$ cat config.mk
export PLATFORM = sky130hd
export DESIGN_NAME = priority_voice_allocator_top
export DESIGN_NICKNAME = d
export VERILOG_FILES = /design/src/design/pva_pkg.sv /design/src/design/priority_voice_allocator_top.sv /design/src/design/pva_ctrl.sv /design/src/design/pva_datapath.sv
export SDC_FILE = /design/constraint.sdc
export NUM_CORES = 1
export LEC_CHECK = 0
export BUFFER_PORTS_ARGS = -buffer_cell sky130_fd_sc_hd__buf_2
export CORE_AREA = 2 2 171 173
export DETAILED_ROUTE_END_ITERATION = 10
export DIE_AREA = 0 0 173 175
export HOLD_SLACK_MARGIN = 0.1
export SLEW_MARGIN = 20
export SYNTH_ARGS = -nofsm -noshare
export SYNTH_HDL_FRONTEND = slang
export SYNTH_SLANG_ARGS = --single-unit
$ cat constraint.sdc
create_clock -name clock -period 10.3 [get_ports clock]
set_clock_uncertainty 0.2 [all_clocks]
set_input_delay 1.03 -clock clock [delete_from_list [all_inputs] [get_ports clock]]
set_output_delay 1.03 -clock clock [all_outputs]
set_load 0.01 [all_outputs]
$ cat src/design/pva_pkg.sv
// shared types and constants for the priority voice allocator
// no dependencies

package pva_pkg;

   localparam logic FUNC_PLAY = 1'b0;
   localparam logic FUNC_TICK = 1'b1;

   localparam logic [2:0] ACT_REJECT   = 3'd0;
   localparam logic [2:0] ACT_ASSIGN   = 3'd1;
   localparam logic [2:0] ACT_DROP     = 3'd2;
   localparam logic [2:0] ACT_START    = 3'd3;
   localparam logic [2:0] ACT_TIMEOUT  = 3'd4;
   localparam logic [2:0] ACT_RELEASE  = 3'd5;
   localparam logic [2:0] ACT_NO_CHG   = 3'd6;

   localparam logic [7:0] HOLD_SCALE_RESET = 8'd6;

   typedef struct packed {
      logic       func;
      logic [7:0] sound_id;
      logic [7:0] sound_priority;
      logic [7:0] hold_units;
      logic [3:0] channel_busy;
   } req_word_type;

   typedef struct packed {
      logic [1:0] slot;
      logic [2:0] action;
      logic [7:0] out_sound;
      logic       last;
   } rsp_word_type;

   typedef struct packed {
      logic load;
      logic play_step;
      logic play_commit;
      logic tick_step;
   } ctrl_cmd_type;

   typedef struct packed {
      logic last_slot;
   } dp_status_type;

endpackage

$ cat src/design/priority_voice_allocator_top.sv
// top level of the priority voice allocator: sequencer plus slot datapath
// depends on pva_pkg, pva_ctrl, pva_datapath
//
//   channel   ports                         direction   handshake
//   request   start, busy, req_word         in          start while busy low
//   result    rsp_valid, rsp_word           out         valid per result
//   csr       csr_wr_en, csr_wr_data        in          write on enable
//
// a play word scans one slot per cycle, then decides in a commit state;
// busy covers the scan and the commit, and the result is registered there.
// a tick word handles one slot per cycle through the shared hold compare:
// busy while it walks the slots, one result per slot on consecutive cycles.
// the result register is separate, so a new word is taken while the last
// result is on the port. reset is synchronous; the hold scale returns to 6.

module priority_voice_allocator_top #(
   parameter int NUM_SLOTS = 4
) (
   input  logic                  clock,
   input  logic                  reset,
   input  logic                  start,
   output logic                  busy,
   input  pva_pkg::req_word_type req_word,
   output logic                  rsp_valid,
   output pva_pkg::rsp_word_type rsp_word,
   input  logic                  csr_wr_en,
   input  logic [7:0]            csr_wr_data
);

   pva_pkg::ctrl_cmd_type  cmd;
   pva_pkg::dp_status_type status;

   pva_ctrl u_ctrl (
      .clock    (clock),
      .reset    (reset),
      .start    (start),
      .req_func (req_word.func),
      .status   (status),
      .cmd      (cmd),
      .busy     (busy)
   );

   pva_datapath #(
      .NUM_SLOTS (NUM_SLOTS)
   ) u_datapath (
      .clock       (clock),
      .reset       (reset),
      .cmd         (cmd),
      .req_word    (req_word),
      .csr_wr_en   (csr_wr_en),
      .csr_wr_data (csr_wr_data),
      .status      (status),
      .rsp_valid   (rsp_valid),
      .rsp_word    (rsp_word)
   );

   // an accepted word always occupies the sequencer on the next cycle
   a_accept_busy: assert property (@(posedge clock) disable iff (reset)
      start && !busy |=> busy)
      else $error("accepted word did not raise busy");

   // play outcomes are always the only result of their word
   a_play_last: assert property (@(posedge clock) disable iff (reset)
      rsp_valid && (rsp_word.action == pva_pkg::ACT_REJECT ||
                    rsp_word.action == pva_pkg::ACT_ASSIGN ||
                    rsp_word.action == pva_pkg::ACT_DROP) |-> rsp_word.last)
      else $error("play result without last");

   // only a start or an assignment carries a sound number
   a_sound_zero: assert property (@(posedge clock) disable iff (reset)
      rsp_valid && rsp_word.action != pva_pkg::ACT_START &&
      rsp_word.action != pva_pkg::ACT_ASSIGN |-> rsp_word.out_sound == 8'd0)
      else $error("unexpected sound number on result");

   // the final result of a word leaves the sequencer idle
   a_last_idle: assert property (@(posedge clock) disable iff (reset)
      rsp_valid && rsp_word.last |-> !busy)
      else $error("sequencer still busy after final result");

endmodule

$ cat src/design/pva_ctrl.sv
// sequencer for the voice allocator: walks the slots for a play or a tick
// depends on pva_pkg

module pva_ctrl (
   input  logic                   clock,
   input  logic                   reset,
   input  logic                   start,
   input  logic                   req_func,
   input  pva_pkg::dp_status_type status,
   output pva_pkg::ctrl_cmd_type  cmd,
   output logic                   busy
);

   localparam logic [1:0] ST_IDLE      = 2'd0;
   localparam logic [1:0] ST_PLAY_SCAN = 2'd1;
   localparam logic [1:0] ST_PLAY_DONE = 2'd2;
   localparam logic [1:0] ST_TICK      = 2'd3;

   logic [1:0] state_ff;
   logic [1:0] state_in;

   always_comb begin
      state_in = state_ff;
      cmd      = '0;
      unique case (state_ff)
         ST_IDLE: begin
            if (start) begin
               cmd.load = 1'b1;
               state_in = (req_func == pva_pkg::FUNC_TICK) ? ST_TICK : ST_PLAY_SCAN;
            end
         end
         ST_PLAY_SCAN: begin
            cmd.play_step = 1'b1;
            if (status.last_slot) state_in = ST_PLAY_DONE;
         end
         ST_PLAY_DONE: begin
            cmd.play_commit = 1'b1;
            state_in = ST_IDLE;
         end
         ST_TICK: begin
            cmd.tick_step = 1'b1;
            if (status.last_slot) state_in = ST_IDLE;
         end
         default: state_in = ST_IDLE;
      endcase
   end

   always_ff @(posedge clock) begin
      if (reset) begin
         state_ff <= ST_IDLE;
      end else begin
         state_ff <= state_in;
      end
   end

   assign busy = (state_ff != ST_IDLE);

endmodule

$ cat src/design/pva_datapath.sv
// slot table, scan registers and result register of the voice allocator
// depends on pva_pkg

module pva_datapath #(
   parameter int NUM_SLOTS = 4
) (
   input  logic                   clock,
   input  logic                   reset,
   input  pva_pkg::ctrl_cmd_type  cmd,
   input  pva_pkg::req_word_type  req_word,
   input  logic                   csr_wr_en,
   input  logic [7:0]             csr_wr_data,
   output pva_pkg::dp_status_type status,
   output logic                   rsp_valid,
   output pva_pkg::rsp_word_type  rsp_word
);

   localparam int IDX_W = (NUM_SLOTS > 1) ? $clog2(NUM_SLOTS) : 1;

   logic [7:0]  slot_sound_ff    [NUM_SLOTS];
   logic [7:0]  slot_sound_in    [NUM_SLOTS];
   logic [7:0]  slot_priority_ff [NUM_SLOTS];
   logic [7:0]  slot_priority_in [NUM_SLOTS];
   logic [7:0]  slot_hold_ff     [NUM_SLOTS];
   logic [7:0]  slot_hold_in     [NUM_SLOTS];
   logic [15:0] slot_ticks_ff    [NUM_SLOTS];
   logic [15:0] slot_ticks_in    [NUM_SLOTS];
   logic [NUM_SLOTS-1:0] slot_active_ff, slot_active_in;
   logic [NUM_SLOTS-1:0] slot_pending_ff, slot_pending_in;

   pva_pkg::req_word_type req_ff, req_in;
   logic [7:0]       scale_ff, scale_in;
   logic [IDX_W-1:0] idx_ff, idx_in;

   // first hit of each play category during the scan
   logic             dup_hit_ff, dup_hit_in, free_hit_ff, free_hit_in;
   logic             steal_hit_ff, steal_hit_in, repl_hit_ff, repl_hit_in;
   logic [IDX_W-1:0] dup_idx_ff, dup_idx_in, free_idx_ff, free_idx_in;
   logic [IDX_W-1:0] steal_idx_ff, steal_idx_in, repl_idx_ff, repl_idx_in;

   logic                  rsp_valid_ff, rsp_valid_in;
   pva_pkg::rsp_word_type rsp_word_ff, rsp_word_in;

   logic        last_slot;
   logic [4:0]  idx_wide;
   logic        cur_busy;
   logic        cur_active, cur_pending;
   logic [7:0]  cur_sound, cur_priority, cur_hold;
   logic [15:0] cur_ticks, hold_limit;
   logic        wr_en;
   logic [IDX_W-1:0] wr_idx;

   assign last_slot        = (idx_ff == IDX_W'(NUM_SLOTS - 1));
   assign status.last_slot = last_slot;

   // slots past the fourth have no busy bit
   assign idx_wide     = 5'(idx_ff);
   assign cur_busy     = (idx_wide < 5'd4) && req_ff.channel_busy[idx_wide[1:0]];
   assign cur_active   = slot_active_ff[idx_ff];
   assign cur_pending  = slot_pending_ff[idx_ff];
   assign cur_sound    = slot_sound_ff[idx_ff];
   assign cur_priority = slot_priority_ff[idx_ff];
   assign cur_hold     = slot_hold_ff[idx_ff];
   assign cur_ticks    = slot_ticks_ff[idx_ff];
   assign hold_limit   = 16'(cur_hold) * 16'(scale_ff);

   always_comb begin
      slot_sound_in    = slot_sound_ff;
      slot_priority_in = slot_priority_ff;
      slot_hold_in     = slot_hold_ff;
      slot_ticks_in    = slot_ticks_ff;
      slot_active_in   = slot_active_ff;
      slot_pending_in  = slot_pending_ff;
      req_in           = req_ff;
      scale_in         = csr_wr_en ? csr_wr_data : scale_ff;
      idx_in           = idx_ff;
      dup_hit_in       = dup_hit_ff;
      dup_idx_in       = dup_idx_ff;
      free_hit_in      = free_hit_ff;
      free_idx_in      = free_idx_ff;
      steal_hit_in     = steal_hit_ff;
      steal_idx_in     = steal_idx_ff;
      repl_hit_in      = repl_hit_ff;
      repl_idx_in      = repl_idx_ff;
      rsp_valid_in     = 1'b0;
      rsp_word_in      = rsp_word_ff;
      wr_en            = 1'b0;
      wr_idx           = '0;

      if (cmd.load) begin
         req_in       = req_word;
         idx_in       = '0;
         dup_hit_in   = 1'b0;
         free_hit_in  = 1'b0;
         steal_hit_in = 1'b0;
         repl_hit_in  = 1'b0;
      end

      if (cmd.play_step) begin
         if (!dup_hit_ff && cur_pending && cur_active && cur_sound == req_ff.sound_id) begin
            dup_hit_in = 1'b1;
            dup_idx_in = idx_ff;
         end
         if (!free_hit_ff && !cur_pending && !cur_active) begin
            free_hit_in = 1'b1;
            free_idx_in = idx_ff;
         end
         if (!steal_hit_ff && !cur_pending && cur_active &&
             cur_priority <= req_ff.sound_priority) begin
            steal_hit_in = 1'b1;
            steal_idx_in = idx_ff;
         end
         if (!repl_hit_ff && cur_pending && cur_active &&
             cur_priority < req_ff.sound_priority) begin
            repl_hit_in = 1'b1;
            repl_idx_in = idx_ff;
         end
         idx_in = idx_ff + IDX_W'(1);
      end

      if (cmd.play_commit) begin
         rsp_valid_in          = 1'b1;
         rsp_word_in.last      = 1'b1;
         rsp_word_in.action    = pva_pkg::ACT_ASSIGN;
         rsp_word_in.out_sound = req_ff.sound_id;
         priority if (dup_hit_ff) begin
            rsp_word_in.action    = pva_pkg::ACT_REJECT;
            rsp_word_in.out_sound = 8'd0;
            wr_idx                = dup_idx_ff;
         end else if (free_hit_ff) begin
            wr_en  = 1'b1;
            wr_idx = free_idx_ff;
         end else if (steal_hit_ff) begin
            wr_en  = 1'b1;
            wr_idx = steal_idx_ff;
         end else if (repl_hit_ff) begin
            wr_en  = 1'b1;
            wr_idx = repl_idx_ff;
         end else begin
            rsp_word_in.action    = pva_pkg::ACT_DROP;
            rsp_word_in.out_sound = 8'd0;
         end
         rsp_word_in.slot = 2'(wr_idx);
         if (wr_en) begin
            slot_sound_in[wr_idx]    = req_ff.sound_id;
            slot_priority_in[wr_idx] = req_ff.sound_priority;
            slot_hold_in[wr_idx]     = req_ff.hold_units;
            slot_ticks_in[wr_idx]    = 16'd0;
            slot_active_in[wr_idx]   = 1'b1;
            slot_pending_in[wr_idx]  = 1'b1;
         end
      end

      if (cmd.tick_step) begin
         rsp_valid_in          = 1'b1;
         rsp_word_in.slot      = 2'(idx_ff);
         rsp_word_in.last      = last_slot;
         rsp_word_in.action    = pva_pkg::ACT_NO_CHG;
         rsp_word_in.out_sound = 8'd0;
         if (cur_pending) begin
            // pending but inactive never starts
            if (cur_active && !cur_busy) begin
               slot_pending_in[idx_ff] = 1'b0;
               rsp_word_in.action      = pva_pkg::ACT_START;
               rsp_word_in.out_sound   = cur_sound;
            end
         end else if (cur_active) begin
            if (!cur_busy) begin
               slot_active_in[idx_ff] = 1'b0;
               rsp_word_in.action     = pva_pkg::ACT_RELEASE;
            end else if (cur_hold != 8'd0) begin
               if (cur_ticks < hold_limit) begin
                  slot_ticks_in[idx_ff] = cur_ticks + 16'd1;
               end else begin
                  slot_active_in[idx_ff] = 1'b0;
                  rsp_word_in.action     = pva_pkg::ACT_TIMEOUT;
               end
            end
         end
         idx_in = idx_ff + IDX_W'(1);
      end
   end

   always_ff @(posedge clock) begin
      if (reset) begin
         slot_active_ff  <= '0;
         slot_pending_ff <= '0;
         scale_ff        <= pva_pkg::HOLD_SCALE_RESET;
         rsp_valid_ff    <= 1'b0;
      end else begin
         slot_active_ff  <= slot_active_in;
         slot_pending_ff <= slot_pending_in;
         scale_ff        <= scale_in;
         rsp_valid_ff    <= rsp_valid_in;
      end
   end

   always_ff @(posedge clock) begin
      slot_sound_ff    <= slot_sound_in;
      slot_priority_ff <= slot_priority_in;
      slot_hold_ff     <= slot_hold_in;
      slot_ticks_ff    <= slot_ticks_in;
      req_ff           <= req_in;
      idx_ff           <= idx_in;
      dup_hit_ff       <= dup_hit_in;
      dup_idx_ff       <= dup_idx_in;
      free_hit_ff      <= free_hit_in;
      free_idx_ff      <= free_idx_in;
      steal_hit_ff     <= steal_hit_in;
      steal_idx_ff     <= steal_idx_in;
      repl_hit_ff      <= repl_hit_in;
      repl_idx_ff      <= repl_idx_in;
      rsp_word_ff      <= rsp_word_in;
   end

   assign rsp_valid = rsp_valid_ff;
   assign rsp_word  = rsp_word_ff;

endmodule

==> metrics, run 1 <==
Yosys cell types 56; Post-Synth XOR/XNOR Area 2.40%; Final GP Congestion approximately 0.75; most common cell in the netlist edfxtp_1; Die Width ~170 µm; status finished, final reports clean; FFs w/ async S/R, synth 0%; largest net degree at the start of global routing 39; critical path endpoint category flop; WL/cell approximately 18 µm; RSZ-0062 raised after global routing false; crit path launch type flop; worst setup margin approximately 2.7 ns; Final Hold Fails 0; Total Wirelength 24.4 mm; fraction of the mapped netlist area in adder cells between 10 and 15%; Nets 1,123; ANT nets after route 0; Die Y 175 µm; CTS tree done; Post-synth top flop edfxtp_1; worst hold margin around 0.26 ns; Post-Route Setup TNS 0 ns; Crit Path Max Fanout 20; Comb pwr share a little under a quarter; clk buf depth 3; total of max-cap violations 0; FF+latch area a little over 0.006 mm²; pre-CTS WS between 2 and 3 ns; Final Setup Violations 0; power per cell area 199 mW/mm²; initial antenna violation count 0; share of cells above drive strength 1 about 17%; Pint slightly below 2 mW; Gate Count Post-Synth around 900; worst min-delay path class reg2reg; GR Overflow Total 0; Crit Path Category reg2reg; sequential power share about two fifths; Tcrit/Tclk final 73.5%; fill cell count approximately 2,600; DRC 0; Via density between 5 and 6; area of the multi-input gates ~0.0054 mm²; syn avg cell area approximately 13 µm²; CP Data Required Time 10.55 ns; pins over their slew limit 0; Clk network pwr share between 30 and 40%; clock-pin slew on the worst setup and hold paths approximately 0.06 ns; CTS buffer count 26; multiplexer share of the synthesized area 14.0%; H-tree depth 1; largest area contributor in the netlist edfxtp_1; Slew headroom between 30% and 40%; GRT Overall Usage between 10% and 20%; core area ~0.028 mm²; Worst Max-Slew Pin Slew about 0.90 ns; post-synthesis sequential element count 235; Sw Ratio 28.6%; # diodes 0; vias post-DR 7,140; fin util 48.1%; starting density of the core approximately 42%; number of global-route vias before repair roughly 7,500; Post-synth EDFFs ~150; placed cells approximately 1,300; post-CTS setup buffer count 0; Worst EP arrival about 7.8 ns; Post-DP HPWL 16.2 mm; Leak 5.72 nW; Post-synth top cells edfxtp_1, nand2_1, dfxtp_1, inv_1, mux2i_1; synthesis-to-layout area growth 13.3%; IO Count 57; number of hold buffers added after cts 0; largest family of logic cells by synthesized area multiplexers; first-pass GRT wire length ~40 mm; post-synthesis compound-gate area fraction around 5.2%; Mapped Area ~0.012 mm²; TritonRoute pass-1 iters 5; Peak VDD IR ~150 µV; area of the die around 0.030 mm²; PostCTS Resize Cnt 0; Yosys warnings 0; share of the synthesized area in the top cell type between 30% and 40%; final non-filler cell total around 1,400; cell area after layout ~0.014 mm²; clock sinks ~240; sequential fraction of the synthesis area roughly half; Total Power approximately 2.7 mW; main area contributors after synthesis edfxtp_1, dfxtp_1, mux4_2; net switching power about 0.77 mW; Skew-Pair Late Insertion Delay about 0.53 ns; Rows just over 60; IO buf count 56; placed cell areas around 0.013 mm²; Mapped Nets roughly 1,100; post-synthesis simple-gate area fraction about a tenth; initial drt markers roughly 350; fin crit period approximately 7.6 ns; fmax between 100 and 150 MHz; CTS root buffer clkbuf_16
state kept, by name, indices dropped and copies added, names as in the netlist, 2 cells and up:
signal,count
u_datapath.idx_ff,2
u_datapath.repl_idx_ff,2
u_datapath.slot_hold_ff,32
u_datapath.slot_sound_ff,32
u_datapath.scale_ff,8
u_datapath.dup_idx_ff,2
u_datapath.rsp_word,14
u_datapath.slot_ticks_ff,64
u_datapath.slot_priority_ff,32
u_datapath.free_idx_ff,2
u_datapath.steal_idx_ff,2
u_datapath.slot_pending_ff,4
u_datapath.req_ff,28
u_ctrl.state_ff,2
u_datapath.slot_active_ff,4
logic make-up (layout without fill, tap and decap cells):
group                    Yosys count  in the layout
AND/OR/NAND/NOR                  242            242
flip-flops                       235            235
multiplexers                     115            115
buffers and inverters            102            188
adder cells (fa/ha/maj)          100            100
AO/OA/AOI/OAI                     89             89
XOR/XNOR                          33             33
worst max-delay path, cell delays in order, from the launching register on:
cell      delay (ns)
edfxtp_1        0.70
buf_4           0.50
mux4_2          0.64
and2_1          0.21
fa_1            0.51
fa_1            0.50
fa_1            0.49
inv_1           0.05
fa_1            0.47
inv_1           0.04
ha_1            0.31
o21ai_0         0.12
o21ai_0         0.37
a31oi_1         0.16
xor2_1          0.17
ha_1            0.31
a21o_1          0.16
a21o_1          0.17
a221oi_1        0.32
o221a_4         0.35
nand4_4         0.42
mux2i_1         0.31
layer usage:
metal	part of all wire, %	global-route usage [%]	vias up
met5	0	0	-
met4	1.7	3.74	0
met3	3.8	2.65	33
met2	49	28.7	109
met1	46	21.7	3555
li1	-	-	3443
power groups by stage:
stage,registers [mW],clock network [mW],logic (mW)
2_1_floorplan,1.08,0,0.492
3_3_place_gp,1.10,0,0.629
3_5_place_dp,1.10,0,0.634
4_1_cts,1.08,1.03,0.639
5_1_grt,1.08,1.07,0.727
6_report,1.08,1.01,0.627
final cells by class:
cell class	count	area share [%]
Tap cell	384	3.52
Sequential cell	235	45.3
Multi-Input combinational cell	579	39.7
Clock buffer	29	4.85
Timing Repair Buffer	66	2.60
Clock inverter	19	1.97
Inverter	74	2.04
worst paths after layout:
kind | depth (start not counted) | start | end | slack, ns
setup / recovery | 21 | u_datapath.idx_ff[0] | u_datapath.slot_ticks_ff[9] | 2.72
hold / removal | 2 | u_datapath.slot_ticks_ff[19] | u_datapath.slot_ticks_ff[19] | 0.26
setup reg to reg | 21 | u_datapath.idx_ff[0] | u_datapath.slot_ticks_ff[9] | 2.72
hold reg to reg | 2 | u_datapath.slot_ticks_ff[19] | u_datapath.slot_ticks_ff[19] | 0.26
layout by cell type, fill, tap and decap left out, types with 4 or more instances in the layout:
| master | synthesis | routed |
|---|---|---|
| mux2i_1 | 71 | 71 |
| xor2_1 | 18 | 18 |
| o21ai_0 | 8 | 8 |
| nand2_1 | 94 | 94 |
| ha_1 | 64 | 64 |
| nor2_1 | 25 | 25 |
| xnor2_1 | 15 | 15 |
| dfxtp_1 | 87 | 87 |
| and2_1 | 56 | 56 |
| a211oi_1 | 5 | 5 |
| buf_4 | 1 | 10 |
| nor4_1 | 5 | 5 |
| a31oi_1 | 9 | 9 |
| clkbuf_16 | 0 | 26 |
| clkinv_2 | 0 | 5 |
| inv_1 | 74 | 73 |
| nand4_4 | 4 | 4 |
| a21o_1 | 13 | 13 |
| nand3_1 | 11 | 11 |
| mux4_2 | 43 | 43 |
| and3_1 | 5 | 5 |
| nand4_1 | 6 | 6 |
| fa_1 | 36 | 36 |
| nor3_1 | 8 | 8 |
| nor2b_1 | 8 | 8 |
| a22o_1 | 8 | 8 |
| o21bai_1 | 4 | 4 |
| buf_2 | 5 | 56 |
| nand2b_1 | 5 | 5 |
| bufinv_16 | 0 | 6 |
| edfxtp_1 | 148 | 148 |
| o21a_1 | 7 | 7 |
| a21oi_1 | 19 | 19 |
| or2_2 | 5 | 5 |
Note: power is estimated with default switching activity, not from simulation.
==> run 2, diff against run 1 <==
clock period = 7.6 ns   (was 10.3 ns; I/O delays follow)
==> run 2 against run 1 <==
Total power increased by 30%. Largest power group unchanged. Via count is 0.14% higher. Critical path type unchanged. Non-clock buffer count rose by 10.
==> metrics, run 2 (synthesis gave the netlist of run 1 again) <==
fmax 142 MHz (+7.4%); status finished, final reports clean; Leak 5.70 nW (-0.28%); WL/cell 17.3 µm (-1.7%); number of global-route vias before repair 7,644 (+1.4%); Crit Path Category reg2reg; Slowest cell on crit path mux4_2; Die Y 175 µm (unchanged); delay-heaviest family, CP adder cells; Final Hold Fails 0 (unchanged); Total Wirelength 24.1 mm (-1.1%); initial antenna violation count 0 (unchanged); CTS tree done; Final Setup Violations 0 (unchanged); synthesis-to-layout area growth 12.8%; clk buf depth 3 (unchanged); Slew headroom 41.1% (+1.5 points); worst min-delay path class in2reg; RSZ-0062 raised after global routing false; Crit Path Max Fanout 16 (-20%); worst path cell trace buf_4 -> mux4_2 -> and2_1 -> fa_1 -> fa_1 -> inv_1 -> fa_1 -> fa_1 -> inv_1 -> ha_1 -> a2111oi_1 -> o21ai_0 -> o41ai_1 -> xor2_1 -> ha_1 -> and4_1 -> nand3_1 -> or2_2 -> o221a_4 -> nand4_4 -> buf_4 -> mux2i_1; power per cell area 258 mW/mm² (+30%); area of the die 0.0303 mm² (unchanged); most frequent CP cell fa_1; register bank with the most flops u_datapath.slot_ticks_ff; starting density of the core 42.4% (unchanged); # diodes 0 (unchanged); worst reg2reg setup slack 0.54 ns (-2.18 ns); TritonRoute pass-1 iters 4 (-1); Via density 5.13 (-0.51%); Tcrit/Tclk final 92.8% (+19 points); critical path endpoint category flop; vias post-DR 7,150 (+0.14%); Worst EP arrival 7.30 ns (-0.53 ns); Final GP Congestion 0.736 (-2.2%); Die Width 173 µm (unchanged); CTS buffer count 26 (unchanged); total of max-cap violations 0 (unchanged); pins over their slew limit 0 (unchanged); share of cells above drive strength 1 17.1% (+0.45 points); Peak VDD IR 182 µV (+18%); Worst Max-Slew Pin Slew 0.881 ns (-0.0226 ns); Worst Path Buf+Inv 4 (+1); initial drt markers 428 (+22%); H-tree depth 1 (unchanged); max reg flops 64 (unchanged); GR Overflow Total 0 (unchanged); IO Count 57 (unchanged); GRT Overall Usage 16.5% (+0.025 points); fill cell count 2,555 (-0.23%); crit path launch type flop; fin util 47.9% (-0.19 points); DRC 0 (unchanged); first-pass GRT wire length 40.2 mm (+0.76%); Rows 62 (unchanged); fin crit period 7.06 ns (-0.520 ns); Post-DP HPWL 16.3 mm (+0.95%); CTS root buffer clkbuf_16; worst setup margin 0.544 ns (-2.18 ns); pre-CTS WS 0.471 ns (-2.25 ns); largest net degree at the start of global routing 44 (+13%); IO buf count 56 (unchanged); CP Data Required Time 7.85 ns (-2.70 ns); Post-Route Setup TNS 0 ns (unchanged); commonest non-fill, non-tap cell in the layout edfxtp_1; clock sinks 235 (unchanged); clock-pin slew on the worst setup and hold paths 0.06 ns (about the same); core area 0.0284 mm² (unchanged); ANT nets after route 0 (unchanged); Nets 1,133 (+0.89%); commonest non-fill, non-tap cells in the layout edfxtp_1, nand2_1, dfxtp_1; CP peak stage delay 0.60 ns (-0.10 ns); Skew-Pair Late Insertion Delay 0.53 ns (about the same)
run 2: worst reg2reg max path, delay by kind of cell, from the launching register on:
family / cells / cell delay, ns
buf+inv: 4 / 0.58
compound gates: 4 / 1.35
xor+xnor: 1 / 0.12
mux: 2 / 0.88
fa+ha+maj: 6 / 2.54
simple gates: 5 / 0.97
flops: 1 / 0.34
run 2: area by class of cell:
class / count / area [µm²] / area share, %
Sequential cell: 235 / 6190 / 45.5
Multi-Input combinational cell: 579 / 5410 / 39.8
Clock buffer: 30 / 666 / 4.90
Tap cell: 384 / 480 / 3.54
Timing Repair Buffer: 76 / 430 / 3.17
Inverter: 74 / 278 / 2.04
Clock inverter: 17 / 136 / 1.00
run 2: what timing repair did:
item	CTS	global route
hold endpoints to repair	0	0
hold buffers	0	0
buffers inserted	0	0
setup endpoints to repair	0	42
gates resized for setup	0	1
run 2: where the power goes:
part / internal (mW) / switching [mW]
Combinational: 0.383 / 0.510
Clock: 0.665 / 0.500
Sequential: 1.42 / 0.0355
run 2: metrics by stage:
stage,instances,total power [mW],instance area [µm²],hold slack [ns]
global placement,1348,2.37,12800,0.243
floorplan,916,2.14,12000,0.235
finish,1395,3.51,13600,0.205
CTS,1395,3.56,13600,0.181
detailed placement,1348,2.38,12800,0.251
global route,1395,3.74,13600,0.176
run 2: worst paths after layout:
kind,from,end,cells past startpoint
max,u_datapath.idx_ff[0],u_datapath.slot_ticks_ff[10],22
min,req_word[2],u_datapath.req_ff[2],1
max reg2reg,u_datapath.idx_ff[0],u_datapath.slot_ticks_ff[10],22
min reg2reg,u_datapath.slot_ticks_ff[15],u_datapath.slot_ticks_ff[15],2
run 2: layer usage:
metal,up-vias,GRT usage [%],routed length [µm]
li1,3466,-,-
met3,29,2.28,938
met4,0,4.03,342
met2,111,28.9,11800
met5,-,0,0
met1,3544,21.6,11100
==> run 3, diff against run 2 <==
CELL_PAD_IN_SITES_DETAIL_PLACEMENT = 0   (was unset)
CELL_PAD_IN_SITES_GLOBAL_PLACEMENT = 1   (was unset)
PLACE_DENSITY_LB_ADDON = 0.1   (was unset)
==> run 3 against run 2 <==
Final cell count up 0.22%. Non-clock buffer count is the same. Clock-buffer cell count rose by 12. Hold slack worse by 0.028 ns. First-iteration DRC count down 27%. Critical endpoint is now u_datapath.rsp_word[10].
==> metrics, run 3 (synthesis gave the netlist of run 1 again) <==
status finished, final reports clean; CTS tree done; Crit Path Category reg2reg; clock sinks 235 (unchanged); top layer used by detailed routing met4; core area 0.0284 mm² (unchanged); Slew headroom 40.3% (-0.75 points); vias post-DR 7,189 (+0.55%); CP Data Required Time 7.66 ns (-0.19 ns); power per cell area 261 mW/mm² (+1.2%); met2 wire len 12.5 mm (+6.0%); Total Power 3.59 mW (+2.2%); cell area after layout 0.0137 mm² (+1.0%); initial drt markers 314 (-27%); placed cells 1,341 (-0.52%); Peak VDD IR 170 µV (-6.5%); CTS buffer count 27 (+3.8%); Reg-to-Reg End u_datapath.rsp_word[10]; fin util 48.4% (+0.48 points); Skew-Pair Late Insertion Delay 0.55 ns (+0.02 ns); Worst EP arrival 7.07 ns (-0.23 ns); fin crit period 7.01 ns (-0.0421 ns); area of the die 0.0303 mm² (unchanged); critical path endpoint category flop; total of max-cap violations 0 (unchanged); clk buf depth 3 (unchanged); CP peak stage delay 0.60 ns (about the same); Tcrit/Tclk final 92.3% (-0.55 points); Post-DP HPWL 16.7 mm (+2.3%); commonest non-fill, non-tap cell in the layout edfxtp_1; max reg flops 64 (unchanged); metal3 WL 688 µm (-27%); Crit Path Max Fanout 9 (-7); Final GP Congestion 0.741 (+0.71%); register bank with the most flops u_datapath.slot_ticks_ff; worst min-delay path class in2reg; Reg2Reg Depth 21 (-4.5%); worst path cell trace buf_4 -> mux4_2 -> and2_1 -> fa_1 -> fa_1 -> inv_1 -> fa_1 -> fa_1 -> inv_1 -> ha_1 -> a2111oi_1 -> o21ai_0 -> o41ai_1 -> xor2_1 -> ha_1 -> and4_1 -> nand3_1 -> or2_2 -> o221a_4 -> a21oi_1 -> o22ai_1; IO buf count 56 (unchanged); crit path launch type flop; starting density of the core 42.4% (unchanged); Final Hold Fails 0 (unchanged); Leak 5.78 nW (+1.3%); initial antenna violation count 0 (unchanged); GRT Overall Usage 17.3% (+0.79 points); most frequent CP cell fa_1; fmax 143 MHz (+0.60%); clock-pin slew on the worst setup and hold paths 0.06 ns (about the same); # diodes 0 (unchanged); Post-Route Setup TNS 0 ns (unchanged); CTS root buffer clkbuf_16; GR Overflow Total 0 (unchanged); Total Wirelength 25.4 mm (+5.1%); number of global-route vias before repair 7,540 (-1.4%); met1 WL 11.6 mm (+4.9%); WL/cell 18.1 µm (+4.9%); Slowest cell on crit path mux4_2; end point of the critical path u_datapath.rsp_word[10]; worst r2r src u_datapath.idx_ff[0]; FF+latch area 0.00619 mm² (unchanged); H-tree depth 1 (unchanged); RSZ-0062 raised after global routing false; IO Count 57 (unchanged); Via density 5.14 (+0.33%); synthesis-to-layout area growth 14.0%; area of the multi-input gates 0.00541 mm² (unchanged); Rows 62 (unchanged); placed cell areas 0.0127 mm² (-0.41%); worst reg2reg setup slack 0.59 ns (+0.04 ns); fill cell count 2,594 (+1.5%); Final Setup Violations 0 (unchanged); Die Y 175 µm (unchanged); Die Width 173 µm (unchanged); first-pass GRT wire length 41.5 mm (+3.3%); Crit. Startpoint u_datapath.idx_ff[0]; commonest non-fill, non-tap cells in the layout edfxtp_1, nand2_1, dfxtp_1; DRC 0 (unchanged); final non-filler cell total 1,398 (+0.22%); largest net degree at the start of global routing 44 (unchanged); ANT nets after route 0 (unchanged); Nets 1,134 (+0.088%); share of cells above drive strength 1 17.2% (+0.048 points); Worst Max-Slew Pin Slew 0.892 ns (+0.0113 ns); pins over their slew limit 0 (unchanged); TritonRoute pass-1 iters 4 (unchanged)
## run 3: cell type report
cell class / count / share of cell area [%]
flip-flops and latches: 235 / 45.1
multi-input cells: 579 / 39.4
inverters: 74 / 2.02
clock inverters: 8 / 0.711
repair buffers: 76 / 3.50
well taps: 384 / 3.50
clock buffers: 42 / 5.77
## run 3: stage by stage
stage	hold WS, ns	setup slack (ns)
5_1_grt	0.159	0.0501
3_5_place_dp	0.252	0.412
3_3_place_gp	0.244	0.490
2_1_floorplan	0.235	0.806
6_report	0.177	0.587
4_1_cts	0.151	0.354
## run 3: power by group
group          switching, mW  internal (mW)
Sequential            0.0335           1.42
Clock                  0.514          0.756
Combinational          0.492          0.376
Total                   1.04           2.55
## run 3: how the worst min path moves through the flow
| stage | startpoint | endpoint | slack, ns | depth (start not counted) |
|---|---|---|---|---|
| final | req_word[12] | u_datapath.req_ff[12] | 0.18 | 1 |
| after global routing | req_word[21] | u_datapath.req_ff[21] | 0.16 | 1 |
| after CTS | req_word[12] | u_datapath.req_ff[12] | 0.15 | 1 |
| after detailed placement | u_datapath.slot_ticks_ff[26] | u_datapath.slot_ticks_ff[26] | 0.25 | 2 |
| after global placement | u_datapath.slot_ticks_ff[4] | u_datapath.slot_ticks_ff[4] | 0.24 | 2 |
| after floorplan | u_datapath.slot_ticks_ff[16] | u_datapath.slot_ticks_ff[16] | 0.24 | 2 |
## run 3: timing repair
action,in CTS,in global routing
hold endpoints to repair,0,0
setup buffers,0,7
endpoints found under the setup margin,0,69
resized for setup,0,1
hold buffers,0,0
## run 3: worst max-delay path: cells and delay by family, from the launching register on
family / cells / cell delay, ns
compound gates: 6 / 1.79
mux: 1 / 0.60
fa+ha+maj: 6 / 2.52
flops: 1 / 0.34
xor+xnor: 1 / 0.13
simple gates: 4 / 0.86
buf+inv: 3 / 0.25
## run 3: routing by layer
layer | global-route usage [%] | vias to the layer above
li1 | - | 3461
met1 | 22.8 | 3593
met2 | 30.1 | 95
met3 | 2.05 | 40
met4 | 4.87 | 0
met5 | 0 | -
